## src/hw/rtl/pmsg_pkg.sv

```systemverilog
// shared types, constants and the stroke table of the point marker stroke generator
`default_nettype none
package pmsg_pkg;

	localparam int unsigned FIELD_W = 16;
	localparam int unsigned QDEPTH = 4;
	localparam int unsigned QPTR_W = 2;
	localparam int unsigned QCNT_W = 3;
	localparam int unsigned STEP_W = 4;

	// floor(n / 3) = (n * DIV3_MUL) >> DIV3_SHIFT for n below 2^21
	localparam int unsigned DIV3_SHIFT = 23;
	localparam logic [21:0] DIV3_MUL = 22'd2796203;

	typedef enum logic [1:0] {
		REG_SCALE = 2'd0,
		REG_HTIC  = 2'd1,
		REG_VTIC  = 2'd2
	} reg_idx_t;

	typedef enum logic [2:0] {
		K_PLUS     = 3'd0,
		K_CROSS    = 3'd1,
		K_STAR     = 3'd2,
		K_BOX      = 3'd3,
		K_DIAMOND  = 3'd4,
		K_TRIANGLE = 3'd5,
		K_DOT      = 3'd6
	} kind_t;

	typedef enum logic [2:0] {
		XS_C   = 3'd0,
		XS_MH  = 3'd1,
		XS_PH  = 3'd2,
		XS_MH4 = 3'd3,
		XS_PH4 = 3'd4
	} xsel_t;

	typedef enum logic [2:0] {
		YS_C   = 3'd0,
		YS_MV  = 3'd1,
		YS_PV  = 3'd2,
		YS_PV4 = 3'd3,
		YS_MV2 = 3'd4
	} ysel_t;

	typedef struct packed {
		logic  pen;
		xsel_t xsel;
		ysel_t ysel;
		logic  last;
	} cmd_t;

	typedef struct packed {
		kind_t              kind;
		logic [FIELD_W-1:0] x;
		logic [FIELD_W-1:0] y;
		logic [FIELD_W-1:0] h;
		logic [FIELD_W-1:0] v;
		logic [FIELD_W-1:0] h4;
		logic [FIELD_W-1:0] v4;
		logic [FIELD_W-1:0] v2;
	} job_t;

	function automatic cmd_t mk(input logic pen, input xsel_t xs, input ysel_t ys,
			input logic last);
		cmd_t c;
		c.pen = pen;
		c.xsel = xs;
		c.ysel = ys;
		c.last = last;
		return c;
	endfunction

	function automatic cmd_t stroke_cmd(input kind_t kind, input logic [STEP_W-1:0] step);
		cmd_t c;
		c = mk(1'b1, XS_C, YS_C, 1'b1);
		unique case (kind)
			K_PLUS: begin
				unique case (step)
					4'd0: c = mk(1'b0, XS_MH, YS_C, 1'b0);
					4'd1: c = mk(1'b1, XS_MH, YS_C, 1'b0);
					4'd2: c = mk(1'b1, XS_PH, YS_C, 1'b0);
					4'd3: c = mk(1'b0, XS_C, YS_MV, 1'b0);
					4'd4: c = mk(1'b1, XS_C, YS_MV, 1'b0);
					default: c = mk(1'b1, XS_C, YS_PV, 1'b1);
				endcase
			end
			K_CROSS: begin
				unique case (step)
					4'd0: c = mk(1'b0, XS_MH, YS_MV, 1'b0);
					4'd1: c = mk(1'b1, XS_MH, YS_MV, 1'b0);
					4'd2: c = mk(1'b1, XS_PH, YS_PV, 1'b0);
					4'd3: c = mk(1'b0, XS_MH, YS_PV, 1'b0);
					4'd4: c = mk(1'b1, XS_MH, YS_PV, 1'b0);
					default: c = mk(1'b1, XS_PH, YS_MV, 1'b1);
				endcase
			end
			K_STAR: begin
				unique case (step)
					4'd0: c = mk(1'b0, XS_MH, YS_C, 1'b0);
					4'd1: c = mk(1'b1, XS_MH, YS_C, 1'b0);
					4'd2: c = mk(1'b1, XS_PH, YS_C, 1'b0);
					4'd3: c = mk(1'b0, XS_C, YS_MV, 1'b0);
					4'd4: c = mk(1'b1, XS_C, YS_MV, 1'b0);
					4'd5: c = mk(1'b1, XS_C, YS_PV, 1'b0);
					4'd6: c = mk(1'b0, XS_MH, YS_MV, 1'b0);
					4'd7: c = mk(1'b1, XS_MH, YS_MV, 1'b0);
					4'd8: c = mk(1'b1, XS_PH, YS_PV, 1'b0);
					4'd9: c = mk(1'b0, XS_MH, YS_PV, 1'b0);
					4'd10: c = mk(1'b1, XS_MH, YS_PV, 1'b0);
					default: c = mk(1'b1, XS_PH, YS_MV, 1'b1);
				endcase
			end
			K_BOX: begin
				unique case (step)
					4'd0: c = mk(1'b0, XS_MH, YS_MV, 1'b0);
					4'd1: c = mk(1'b1, XS_MH, YS_MV, 1'b0);
					4'd2: c = mk(1'b1, XS_PH, YS_MV, 1'b0);
					4'd3: c = mk(1'b1, XS_PH, YS_PV, 1'b0);
					4'd4: c = mk(1'b1, XS_MH, YS_PV, 1'b0);
					4'd5: c = mk(1'b1, XS_MH, YS_MV, 1'b0);
					4'd6: c = mk(1'b0, XS_C, YS_C, 1'b0);
					default: c = mk(1'b1, XS_C, YS_C, 1'b1);
				endcase
			end
			K_DIAMOND: begin
				unique case (step)
					4'd0: c = mk(1'b0, XS_MH, YS_C, 1'b0);
					4'd1: c = mk(1'b1, XS_C, YS_MV, 1'b0);
					4'd2: c = mk(1'b1, XS_PH, YS_C, 1'b0);
					4'd3: c = mk(1'b1, XS_C, YS_PV, 1'b0);
					4'd4: c = mk(1'b1, XS_MH, YS_C, 1'b0);
					4'd5: c = mk(1'b0, XS_C, YS_C, 1'b0);
					default: c = mk(1'b1, XS_C, YS_C, 1'b1);
				endcase
			end
			K_TRIANGLE: begin
				unique case (step)
					4'd0: c = mk(1'b0, XS_C, YS_PV4, 1'b0);
					4'd1: c = mk(1'b1, XS_MH4, YS_MV2, 1'b0);
					4'd2: c = mk(1'b1, XS_PH4, YS_MV2, 1'b0);
					4'd3: c = mk(1'b1, XS_C, YS_PV4, 1'b0);
					4'd4: c = mk(1'b0, XS_C, YS_C, 1'b0);
					default: c = mk(1'b1, XS_C, YS_C, 1'b1);
				endcase
			end
			default: begin
				unique case (step)
					4'd0: c = mk(1'b0, XS_C, YS_C, 1'b0);
					default: c = mk(1'b1, XS_C, YS_C, 1'b1);
				endcase
			end
		endcase
		return c;
	endfunction

endpackage
`default_nettype wire

```

## src/hw/rtl/point_marker_stroke_generator_top.sv

```systemverilog
// top level of the point marker stroke generator
`default_nettype none
// Turns a marker centre and symbol into the pen moves and draws that trace it.
// Input: x_pos, y_pos and symbol transfer on a clock edge with start high and
// busy low. Config: cfg_we writes cfg_data to register cfg_index
// (0 point_scale, 1 horiz_tic, 2 vert_tic); other indexes are dropped.
// Output: one pen command per cycle while strobe is high, last_command marks
// the final command of a marker. Commands of one marker come in adjacent
// cycles; the receiver cannot stall, each transfer lasts one cycle.
// A marker gives 2 (dot) to 12 (star) commands, which the back end issues
// one per cycle.
// From the input transfer to the first command an item passes three front
// stages (the first loading at the transfer edge), the queue write, the
// sequencer load and the output register, when the back end is idle.
// The front takes a new item every cycle while fewer than four items sit in
// its stages and the four entry queue; busy shows that limit.
// Reset: clears all control state and restores point_scale 256 and both tics
// to 100; no clearing pass is needed.
module point_marker_stroke_generator_top
	import pmsg_pkg::*;
#(
	parameter int unsigned MARKER_KINDS = 6,
	parameter int unsigned COORD_BITS = 16
) (
	input  wire logic               clk,
	input  wire logic               arst_n,
	input  wire logic               start,
	output logic                    busy,
	input  wire logic [FIELD_W-1:0] x_pos,
	input  wire logic [FIELD_W-1:0] y_pos,
	input  wire logic signed [7:0]  symbol,
	input  wire logic               cfg_we,
	input  wire logic [1:0]         cfg_index,
	input  wire logic [15:0]        cfg_data,
	output logic                    strobe,
	output logic                    pen_command,
	output logic [FIELD_W-1:0]      out_x,
	output logic [FIELD_W-1:0]      out_y,
	output logic                    last_command
);

	logic push;
	logic pop;
	logic empty;
	job_t job_in;
	job_t job_head;

	pmsg_front #(
		.MARKER_KINDS(MARKER_KINDS)
	) u_front (
		.clk(clk),
		.arst_n(arst_n),
		.start(start),
		.busy(busy),
		.x_pos(x_pos),
		.y_pos(y_pos),
		.symbol(symbol),
		.cfg_we(cfg_we),
		.cfg_index(cfg_index),
		.cfg_data(cfg_data),
		.pop(pop),
		.push(push),
		.job(job_in)
	);

	pmsg_queue u_queue (
		.clk(clk),
		.arst_n(arst_n),
		.push(push),
		.wdata(job_in),
		.pop(pop),
		.rdata(job_head),
		.empty(empty)
	);

	pmsg_back #(
		.COORD_BITS(COORD_BITS)
	) u_back (
		.clk(clk),
		.arst_n(arst_n),
		.head(job_head),
		.empty(empty),
		.pop(pop),
		.strobe(strobe),
		.pen_command(pen_command),
		.out_x(out_x),
		.out_y(out_y),
		.last_command(last_command)
	);

endmodule
`default_nettype wire

```

## src/hw/rtl/pmsg_queue.sv

```systemverilog
// small job queue between the classifying front and the stroke sequencer
`default_nettype none
module pmsg_queue
	import pmsg_pkg::*;
(
	input  wire logic clk,
	input  wire logic arst_n,
	input  wire logic push,
	input  wire job_t wdata,
	input  wire logic pop,
	output job_t      rdata,
	output logic      empty
);

	job_t              mem [QDEPTH];
	logic [QPTR_W-1:0] wr_q;
	logic [QPTR_W-1:0] rd_q;
	logic [QCNT_W-1:0] cnt_q;

	always_ff @(posedge clk) begin
		if (push) begin
			mem[wr_q] <= wdata;
		end
	end

	always_ff @(posedge clk or negedge arst_n) begin
		if (!arst_n) begin
			wr_q  <= '0;
			rd_q  <= '0;
			cnt_q <= '0;
		end else begin
			if (push) begin
				wr_q <= wr_q + 1'b1;
			end
			if (pop) begin
				rd_q <= rd_q + 1'b1;
			end
			cnt_q <= cnt_q + QCNT_W'(push) - QCNT_W'(pop);
		end
	end

	assign rdata = mem[rd_q];
	assign empty = (cnt_q == '0);

	a_no_overflow: assert property (@(posedge clk) disable iff (!arst_n)
		push |-> (cnt_q < QCNT_W'(QDEPTH)) || pop)
		else $error("queue overflow");

	a_no_underflow: assert property (@(posedge clk) disable iff (!arst_n)
		pop |-> !empty)
		else $error("queue underflow");

	a_cnt_bound: assert property (@(posedge clk) disable iff (!arst_n)
		cnt_q <= QCNT_W'(QDEPTH))
		else $error("queue count out of range");

endmodule
`default_nettype wire

```

## src/hw/rtl/pmsg_front.sv

```systemverilog
// front end: config registers, item intake, size math and kind decode
`default_nettype none
module pmsg_front
	import pmsg_pkg::*;
#(
	parameter int unsigned MARKER_KINDS = 6
) (
	input  wire logic               clk,
	input  wire logic               arst_n,
	input  wire logic               start,
	output logic                    busy,
	input  wire logic [FIELD_W-1:0] x_pos,
	input  wire logic [FIELD_W-1:0] y_pos,
	input  wire logic signed [7:0]  symbol,
	input  wire logic               cfg_we,
	input  wire logic [1:0]         cfg_index,
	input  wire logic [15:0]        cfg_data,
	input  wire logic               pop,
	output logic                    push,
	output job_t                    job
);

	// floor(s / MARKER_KINDS) = (s * MOD_MUL) >> 10 for s below 128
	localparam int unsigned MOD_MUL = (1024 + MARKER_KINDS - 1) / MARKER_KINDS;

	logic [15:0] point_scale_q;
	logic [11:0] horiz_tic_q;
	logic [11:0] vert_tic_q;

	logic [QCNT_W-1:0] credit_q;
	logic              accept;

	logic               valid_s1;
	logic [FIELD_W-1:0] x_s1;
	logic [FIELD_W-1:0] y_s1;
	logic [7:0]         sym_s1;
	logic [6:0]         quot_s1;
	logic [27:0]        prod_h_s1;
	logic [27:0]        prod_v_s1;

	logic               valid_s2;
	logic [FIELD_W-1:0] x_s2;
	logic [FIELD_W-1:0] y_s2;
	kind_t              kind_s2;
	logic [18:0]        h_s2;
	logic [18:0]        v_s2;

	logic               valid_s3;
	job_t               job_s3;

	logic [17:0] qprod;
	logic [9:0]  qk;
	logic [6:0]  rem;
	logic [42:0] h4_prod;
	logic [42:0] v4_prod;
	logic [42:0] v2_prod;

	assign accept = start && !busy;
	assign busy   = (credit_q == QCNT_W'(QDEPTH));

	assign qprod   = 18'(symbol[6:0]) * 18'(MOD_MUL);
	assign qk      = 10'(quot_s1) * 10'(MARKER_KINDS);
	assign rem     = sym_s1[6:0] - qk[6:0];
	assign h4_prod = 43'({h_s2, 2'b00}) * 43'(DIV3_MUL);
	assign v4_prod = 43'({v_s2, 2'b00}) * 43'(DIV3_MUL);
	assign v2_prod = 43'({v_s2, 1'b0}) * 43'(DIV3_MUL);

	always_ff @(posedge clk or negedge arst_n) begin
		if (!arst_n) begin
			point_scale_q <= 16'd256;
			horiz_tic_q   <= 12'd100;
			vert_tic_q    <= 12'd100;
		end else if (cfg_we) begin
			unique case (cfg_index)
				REG_SCALE: point_scale_q <= cfg_data;
				REG_HTIC:  horiz_tic_q   <= cfg_data[11:0];
				REG_VTIC:  vert_tic_q    <= cfg_data[11:0];
				default: ;
			endcase
		end
	end

	// items in the pipe plus items in the queue
	always_ff @(posedge clk or negedge arst_n) begin
		if (!arst_n) begin
			credit_q <= '0;
			valid_s1 <= 1'b0;
			valid_s2 <= 1'b0;
			valid_s3 <= 1'b0;
		end else begin
			credit_q <= credit_q + QCNT_W'(accept) - QCNT_W'(pop);
			valid_s1 <= accept;
			valid_s2 <= valid_s1;
			valid_s3 <= valid_s2;
		end
	end

	always_ff @(posedge clk) begin
		if (accept) begin
			x_s1      <= x_pos;
			y_s1      <= y_pos;
			sym_s1    <= symbol;
			quot_s1   <= qprod[16:10];
			prod_h_s1 <= 28'(point_scale_q) * 28'(horiz_tic_q);
			prod_v_s1 <= 28'(point_scale_q) * 28'(vert_tic_q);
		end
		if (valid_s1) begin
			x_s2 <= x_s1;
			y_s2 <= y_s1;
			h_s2 <= prod_h_s1[27:9];
			v_s2 <= prod_v_s1[27:9];
			kind_s2 <= sym_s1[7] ? K_DOT : kind_t'(rem[2:0]);
		end
		if (valid_s2) begin
			job_s3.kind <= kind_s2;
			job_s3.x    <= x_s2;
			job_s3.y    <= y_s2;
			job_s3.h    <= h_s2[FIELD_W-1:0];
			job_s3.v    <= v_s2[FIELD_W-1:0];
			job_s3.h4   <= h4_prod[DIV3_SHIFT +: FIELD_W];
			job_s3.v4   <= v4_prod[DIV3_SHIFT +: FIELD_W];
			job_s3.v2   <= v2_prod[DIV3_SHIFT +: FIELD_W];
		end
	end

	assign push = valid_s3;
	assign job  = job_s3;

	a_credit_bound: assert property (@(posedge clk) disable iff (!arst_n)
		credit_q <= QCNT_W'(QDEPTH))
		else $error("credit count out of range");

	a_no_accept_full: assert property (@(posedge clk) disable iff (!arst_n)
		busy |=> credit_q <= $past(credit_q))
		else $error("item taken while busy");

endmodule
`default_nettype wire

```

## src/hw/rtl/pmsg_back.sv

```systemverilog
// back end: steps through the stroke table and drives the pen command outputs
`default_nettype none
module pmsg_back
	import pmsg_pkg::*;
#(
	parameter int unsigned COORD_BITS = 16
) (
	input  wire logic        clk,
	input  wire logic        arst_n,
	input  wire job_t        head,
	input  wire logic        empty,
	output logic             pop,
	output logic             strobe,
	output logic             pen_command,
	output logic [FIELD_W-1:0] out_x,
	output logic [FIELD_W-1:0] out_y,
	output logic             last_command
);

	localparam int unsigned CW = (COORD_BITS < FIELD_W) ? COORD_BITS : FIELD_W;
	localparam logic [FIELD_W-1:0] OUT_MASK = FIELD_W'((64'd1 << CW) - 64'd1);

	job_t              cur_q;
	logic [STEP_W-1:0] step_q;
	logic              active_q;
	cmd_t              cmd;
	logic [FIELD_W-1:0] tx;
	logic [FIELD_W-1:0] ty;

	logic               strobe_q;
	logic               pen_q;
	logic [FIELD_W-1:0] x_q;
	logic [FIELD_W-1:0] y_q;
	logic               last_q;

	assign cmd = stroke_cmd(cur_q.kind, step_q);
	assign pop = (!active_q || cmd.last) && !empty;

	always_comb begin
		case (cmd.xsel)
			XS_MH:   tx = cur_q.x - cur_q.h;
			XS_PH:   tx = cur_q.x + cur_q.h;
			XS_MH4:  tx = cur_q.x - cur_q.h4;
			XS_PH4:  tx = cur_q.x + cur_q.h4;
			default: tx = cur_q.x;
		endcase
		case (cmd.ysel)
			YS_MV:   ty = cur_q.y - cur_q.v;
			YS_PV:   ty = cur_q.y + cur_q.v;
			YS_PV4:  ty = cur_q.y + cur_q.v4;
			YS_MV2:  ty = cur_q.y - cur_q.v2;
			default: ty = cur_q.y;
		endcase
	end

	always_ff @(posedge clk or negedge arst_n) begin
		if (!arst_n) begin
			active_q <= 1'b0;
			step_q   <= '0;
			strobe_q <= 1'b0;
		end else begin
			strobe_q <= active_q;
			if (pop) begin
				active_q <= 1'b1;
				step_q   <= '0;
			end else if (active_q && cmd.last) begin
				active_q <= 1'b0;
			end else if (active_q) begin
				step_q <= step_q + 1'b1;
			end
		end
	end

	always_ff @(posedge clk) begin
		if (pop) begin
			cur_q <= head;
		end
		if (active_q) begin
			pen_q  <= cmd.pen;
			x_q    <= tx & OUT_MASK;
			y_q    <= ty & OUT_MASK;
			last_q <= cmd.last;
		end
	end

	assign strobe       = strobe_q;
	assign pen_command  = pen_q;
	assign out_x        = x_q;
	assign out_y        = y_q;
	assign last_command = last_q;

	a_marker_unbroken: assert property (@(posedge clk) disable iff (!arst_n)
		strobe_q && !last_q |=> strobe_q)
		else $error("marker commands interrupted");

	a_first_is_move: assert property (@(posedge clk) disable iff (!arst_n)
		$past(pop) |-> active_q && !cmd.pen)
		else $error("marker does not start with a move");

endmodule
`default_nettype wire

```

## config.mk

```make
export PLATFORM = sky130hd
export DESIGN_NAME = point_marker_stroke_generator_top
export DESIGN_NICKNAME = d
export VERILOG_FILES = /design/src/hw/rtl/pmsg_pkg.sv /design/src/hw/rtl/point_marker_stroke_generator_top.sv /design/src/hw/rtl/pmsg_queue.sv /design/src/hw/rtl/pmsg_front.sv /design/src/hw/rtl/pmsg_back.sv
export SDC_FILE = /design/constraint.sdc
export NUM_CORES = 2
export LEC_CHECK = 0
export BUFFER_PORTS_ARGS = -buffer_cell sky130_fd_sc_hd__buf_4
export CORE_MARGIN = 1
export CORE_UTILIZATION = 60
export DETAILED_ROUTE_END_ITERATION = 16
export GPL_ROUTABILITY_DRIVEN = 1
export HOLD_SLACK_MARGIN = 0.03
export PLACE_DENSITY = 0.86
export SLEW_MARGIN = 20
export SYNTH_ARGS = -nofsm -noshare
export SYNTH_HDL_FRONTEND = slang
export SYNTH_SLANG_ARGS = --single-unit
```

## constraint.sdc

```tcl
create_clock -name clk -period 10.6 [get_ports clk]
set_input_delay 2.12 -clock clk [delete_from_list [all_inputs] [get_ports clk]]
set_output_delay 2.12 -clock clk [all_outputs]
set_load 0.1 [all_outputs]
```

-- Yosys cells after proc, flatten, opt, wreduce, memory -nomap -nowiden
Memory sizes are Yosys's and may differ from the RTL's. A register that Yosys moved wholly into a read port is not among the register bits.
Index checks and enable logic that the tools add are counted.
- memories kept: 2
- logic and storage cells: 118
- ROM bits: 96
- latch bits: 0
- input bits: 62
- memory bits (writable): 460
- bits in registers: 382
- output and inout bits: 36
- multiply operators: 7
- reductions and logical operators: 18
- equality and inequality tests: 23
- add/subtract/negate cells: 16
- divide/modulo/power cells: 0
- bitwise logic cells: 0
- muxes and demuxes: 16
- shift operators: 0
- $lt $le $gt $ge: 0
- memories (memory ; words ; bits a word ; read ports ; clocked after Yosys merged registers in ; wr ports ; RTL line ; text):
    u_queue.mem ; 4 ; 115 ; 1 ; 1 ; 1 ; pmsg_queue.sv:15 ; job_t mem [QDEPTH];
    (name not given) ; 16 ; 6 ; 1 ; 0 ; 0 ; pmsg_pkg.sv:100 ; unique case (step)
- operators with widths (cell ; number):
    one-hot mux 8 bit (6 select lines) ; 3
    one-hot mux 16 bit (4 select lines) ; 2
    one-hot mux 8 bit (5 select lines) ; 3
    multiplier 19 x 22 -> 37 bit, second input constant ; 2
    adder 16 bit ; 4
    subtractor 16 bit ; 4
    multiplier 16 x 12 -> 28 bit ; 2
    multiplier 19 x 22 -> 38 bit, second input constant ; 1
    == test 3 x 2 -> 1 bit, second input constant ; 6
    == test 3 bit, second input constant ; 5
    multiplier 7 x 8 -> 15 bit, second input constant ; 1
    == test 4 x 3 -> 1 bit, second input constant ; 3
    two-way mux 4 bit ; 3
    == test 3 x 1 -> 1 bit, second input constant ; 3
    == test 4 x 2 -> 1 bit, second input constant ; 2
    two-way mux 8 bit ; 1
    AND reduction 2 bit ; 4
    adder 3 x 1 -> 3 bit ; 2
    logical NOT 3 bit ; 2
    subtractor 3 x 1 -> 3 bit ; 2
    multiplier 5 x 2 -> 2 bit, second input constant ; 1
    adder 2 x 1 -> 2 bit, second input constant ; 2
    adder 4 x 1 -> 4 bit, second input constant ; 1
    == test 4 x 1 -> 1 bit, second input constant ; 1
    12 further kinds ; 20

-- Longest topological paths before layout
- depth in word-level cells: 8
- mapped depth: 24
- mapped depth without buffers: 22

-- Hierarchy
A second synthesis with hierarchy kept.
- cell total of the unflattened synthesis: 4323
- area total of the unflattened synthesis: 57552.7 µm²
- by module, submodules not included (module ; cells each ; seq. area each (µm²) ; instances ; area each (µm²)):
    pmsg_front ; 2877 ; 8637.0 ; 1 ; 31645.4
    pmsg_queue ; 634 ; 13988.4 ; 1 ; 16938.7
    pmsg_back ; 812 ; 4624.4 ; 1 ; 8968.6

-- Worst setup path before layout
No wires, ideal clock.
- path type: flip-flop to flip-flop
- start: register u_back.step_q[0]
- end: register u_front.credit_q[2]
- data arrival time: 8306 ps
- period minus slack after synthesis: 8430 ps
- path buffers: 1
- stages on the path, launching flop included: 16
- setup time: 124 ps
- slack: 2170 ps
- required time: 10476 ps
- path through: dfrtp_1 inv_1 ha_1 buf_2 nor4_1 o32ai_1 o21ai_0 a21oi_1 a21oi_1 ha_1 inv_1 ha_1 inv_1 fa_1 xnor2_1 xnor2_1
- longest elaborated chain between the ends: 7
- elaborated cells between the ends (all ways): 19
- classes of those cells: add/sub (1); eq/ne (6); mux (7); reduce/logical (4); memory (1)
- ends and longest elaborated chain (what ; RTL line ; text):
    from (decl) ; pmsg_back.sv:24 ; logic [STEP_W-1:0] step_q;
    from (signal assigned) ; pmsg_back.sv:69 ; step_q <= step_q + 1'b1;
    == test 4 x 3 -> 1 bit / == test 4 x 1 -> 1 bit (equally long branches) ; n/a ;
    OR reduction 2 bit (no source line) ; n/a ;
    one-hot mux 8 bit (6 select lines) ; pmsg_pkg.sv:116 ; unique case (step)
    one-hot mux 8 bit (6 select lines) * ; pmsg_pkg.sv:78 ; unique case (kind)
    logical OR 1 bit * ; pmsg_back.sv:37 ; assign pop = (!active_q || cmd.last) && !empty;
    logical AND 1 bit * ; pmsg_back.sv:37 ;
    via pop ; point_marker_stroke_generator_top.sv:43 ; logic pop;
    subtractor 3 x 1 -> 3 bit * ; pmsg_front.sv:91 ; credit_q <= credit_q + QCNT_W'(accept) - QCNT_W'(pop);
    to (signal assigned) ; pmsg_front.sv:91 ;
    to (decl) ; pmsg_front.sv:30 ; logic [QCNT_W-1:0] credit_q;
Mark *: on every way through the listed nets, which the timed path passes. The rest lies on a longest branch.
A chain may end at the register's enable or synchronous reset.

-- Worst setup path after layout
- start: register u_front.h_s2[6]
- end: register u_front.job_s3 (netlist bit u_front.job[46]) (data pin)
- longest elaborated chain between the ends: 1
- ends and longest elaborated chain (what ; RTL line ; text):
    from (decl) ; pmsg_front.sv:45 ; logic [18:0] h_s2;
    from (signal assigned) ; pmsg_front.sv:110 ; h_s2 <= prod_h_s1[27:9];
    multiplier 19 x 22 -> 37 bit ; pmsg_front.sv:64 ; assign h4_prod = 43'({h_s2, 2'b00}) * 43'(DIV3_MUL);
    via u_front.h4_prod[37] ; pmsg_front.sv:54 ; logic [42:0] h4_prod;
    to (decl) ; pmsg_front.sv:49 ; job_t job_s3;
The timed path passes the listed nets, and every way through them passes these cells.

==> impl_metrics.ini <==
[run_status]
status = complete, no violations

[logic_synthesis]
synthMuxAreaShare_pct = 5.119
synth.top_cells.by_count = 790 x inv_1, 783 x edfxtp_1, 502 x fa_1
syn_area_per_cell_sq_um = 12.97
synth_cell_types = 93
syn_inst = 4212
synth_area_leaders = edfxtp_1 43%, fa_1 18%, ha_1 10%
synth_most_common_cell = inv_1
yosys.area.top_type = edfxtp_1
synth_compound_area_share_pct = 4.625
synthAdderAreaFrac_pct = 28.43
yosys.area.top_type_share_pct = 43.04
synth_top_family_by_area = adder cells
synth_async_sr_flop_share_pct = 7.007
synth_ff_type = edfxtp_1
synth_edf_count = 783
synthXorXnorAreaFrac_pct = 2.132
yosys.area_share.simple_pct = 7.582
syn_area_sq_mm = 0.05462
yosysWarnings = 0
seq_area_frac_synth_pct = 45.76
syn-num-nets = 5214
ys_ff_latch = 842

[timing]
fin_setup_tns_ns = 0
fin_worst_skew_ns = 0.02793
setup_viol = 0
worst_pin_slew_ns = 1.096
drv_slew = 0
post-route-period-util_pct = 63.79
hold_violations = 0
grt_setup_unrepaired = no
fmax_mhz = 147.9
slew_headroom_pct = 26.94
min_period_ns = 6.762

[drt]
drt-total-wl_microns = 115800
drtIter0Drc = 2962
ant_nets = 0
drcViolationCount = 0
avgRoutedWirePerCell_microns = 20.93
vias = 32280
dr.pass1.iters = 6
vias_per_cell = 5.835

[die]
die_w_microns = 303.7
initial_core_util_pct = 60.59
fp.dieArea_sq_mm = 0.09225
core_area_sq_mm = 0.09015
fp-row-count = 110
die_y_microns = 303.7
pin_count = 98

[place]
dp_hpwl_microns = 80530
finalWeightedCongestion = 0.9392
placed_area_sq_mm = 0.05654
dp_cells = 5382
port_buffers = 97

[layout]
fin_util_pct = 65.68
design_area_sq_mm = 0.05921
final_nets = 5293
drive_above_1_share_pct = 9.780
final_cells = 5532
synthToLayoutAreaGrowth_pct = 8.390
final.fill_count = 5998
antenna_cells = 0

[clocking]
ctsHoldBuffers = 0
clkTransAtPathRegs_ns = 0.07
clock_sinks = 842
cts.htree.levels = 3
cts_tree = yes
cts_root_buffer = clkbuf_16
cts-resized-gates = 0
cts_setup_buffers = 0
clkLatencyLatePin_ns = 0.65
cts_buffers = 82
clock_path_buffers = 3

[critical_path]
r2r_setup_slack_ns = 3.84
crit_chain = ha_1 > fa_1 > inv_1 > fa_1 > inv_1 > fa_1 > fa_1 > inv_1 > fa_1 > inv_1 > ha_1 > nand4_1 > a2111oi_0 > a31oi_1 > a21boi_1 > a21oi_1 > o21ai_0 > o41ai_2 > o21bai_1 > xor2_1
path_class = flop to flop
r2r-end = u_front.job[46]
cpMostUsedCell = fa_1
critPathCaptureType = flop
path_buf_inv = 4
cp_max_fo = 4
cp-start-kind = flop
cpMaxStageDelayCell = fa_1
crit_family = adder cells
max_stage_delay_ns = 0.72
r2r-start = u_front.h_s2[6]
required_ns = 10.98
worstRegToRegCells = 20
arrival_ns = 7.14

[global_route]
overflow = 0
grt_pass1_vias = 34670
track_usage_pct = 25.83
grt_max_degree = 75
antenna_found_initial = 1
grt_pass1_wl_microns = 186700

[hold_path]
holdPathEnd = u_front.x_s2[5]
whs_path_depth = 0
min_from = u_front.x_s1[5]
min_path_type = flop to flop

[run]
cap_violations = 0
[worst max-delay path by stage]
stage | startpoint | endpoint | slack, ns | cells after the start
after floorplan | u_back.step_q[0] | u_front.credit_q[2] | 2.17 | 15
after global placement | u_front.h_s2[6] | u_front.job[46] | 4.24 | 20
after detailed placement | u_front.h_s2[6] | u_front.job[46] | 3.99 | 20
after CTS | u_front.h_s2[6] | u_front.job[46] | 3.90 | 20
after global routing | u_front.h_s2[6] | u_front.job[46] | 3.51 | 20
final | u_front.h_s2[6] | u_front.job[46] | 3.84 | 20
[logic make-up (layout without fill, tap and decap cells)]
logic type      count (synthesis)  in the layout
compound gates                384            384
xor+xnor                      133            133
fa+ha+maj                     940            940
buf+inv                       915           1059
flops                         842            842
mux                           149            149
simple gates                  849            849
[per-stage QoR]
step,worst slack (ns),hold WS [ns]
4_1_cts,3.904,0.4120
3_3_place_gp,4.242,0.4018
6_report,3.838,0.4128
5_1_grt,3.512,0.4239
3_5_place_dp,3.994,0.4045
2_1_floorplan,2.170,0.4003
[layout by cell type (no fill, tap or decap), types with 82 or more instances in the layout]
master	count
o21ai_0	104
mux4_2	100
nor2_1	105
edfxtp_1	783
buf_4	118
and2_1	113
xnor2_1	82
fa_1	502
clkbuf_16	83
inv_1	790
nand2_1	375
ha_1	438
a21oi_1	83
[sequential cells by signal, summed over array words and instances (netlist names), 19 cells and up]
name,flops
u_front.v_s2,19
u_back.cur_q,100
u_front.h_s2,19
u_front.prod_v_s1,19
u_front.job,100
u_front.prod_h_s1,19
u_queue.mem,400
[final cells by class]
class                           instances  area (sq um)  area share, %
Timing Repair Buffer                  119         905.9          1.530
Multi-Input combinational cell       2455         26200          44.25
Inverter                              791          2969          5.015
Clock buffer                          112          2230          3.766
Tap cell                             1176          1471          2.485
Clock inverter                         37         417.9         0.7058
Sequential cell                       842         25010          42.25
[metal layers]
metal | GRT usage [%] | routed length [microns] | part of all wire [%]
met1 | 33.58 | 45770 | 40
met2 | 45.13 | 58710 | 51
met4 | 8.429 | 3736 | 3.2
met5 | 0 | 0 | 0
met3 | 3.362 | 7571 | 6.5
Power is not shown: default switching activity piles up to over one toggle a cycle in this logic, so the estimate is an artifact.
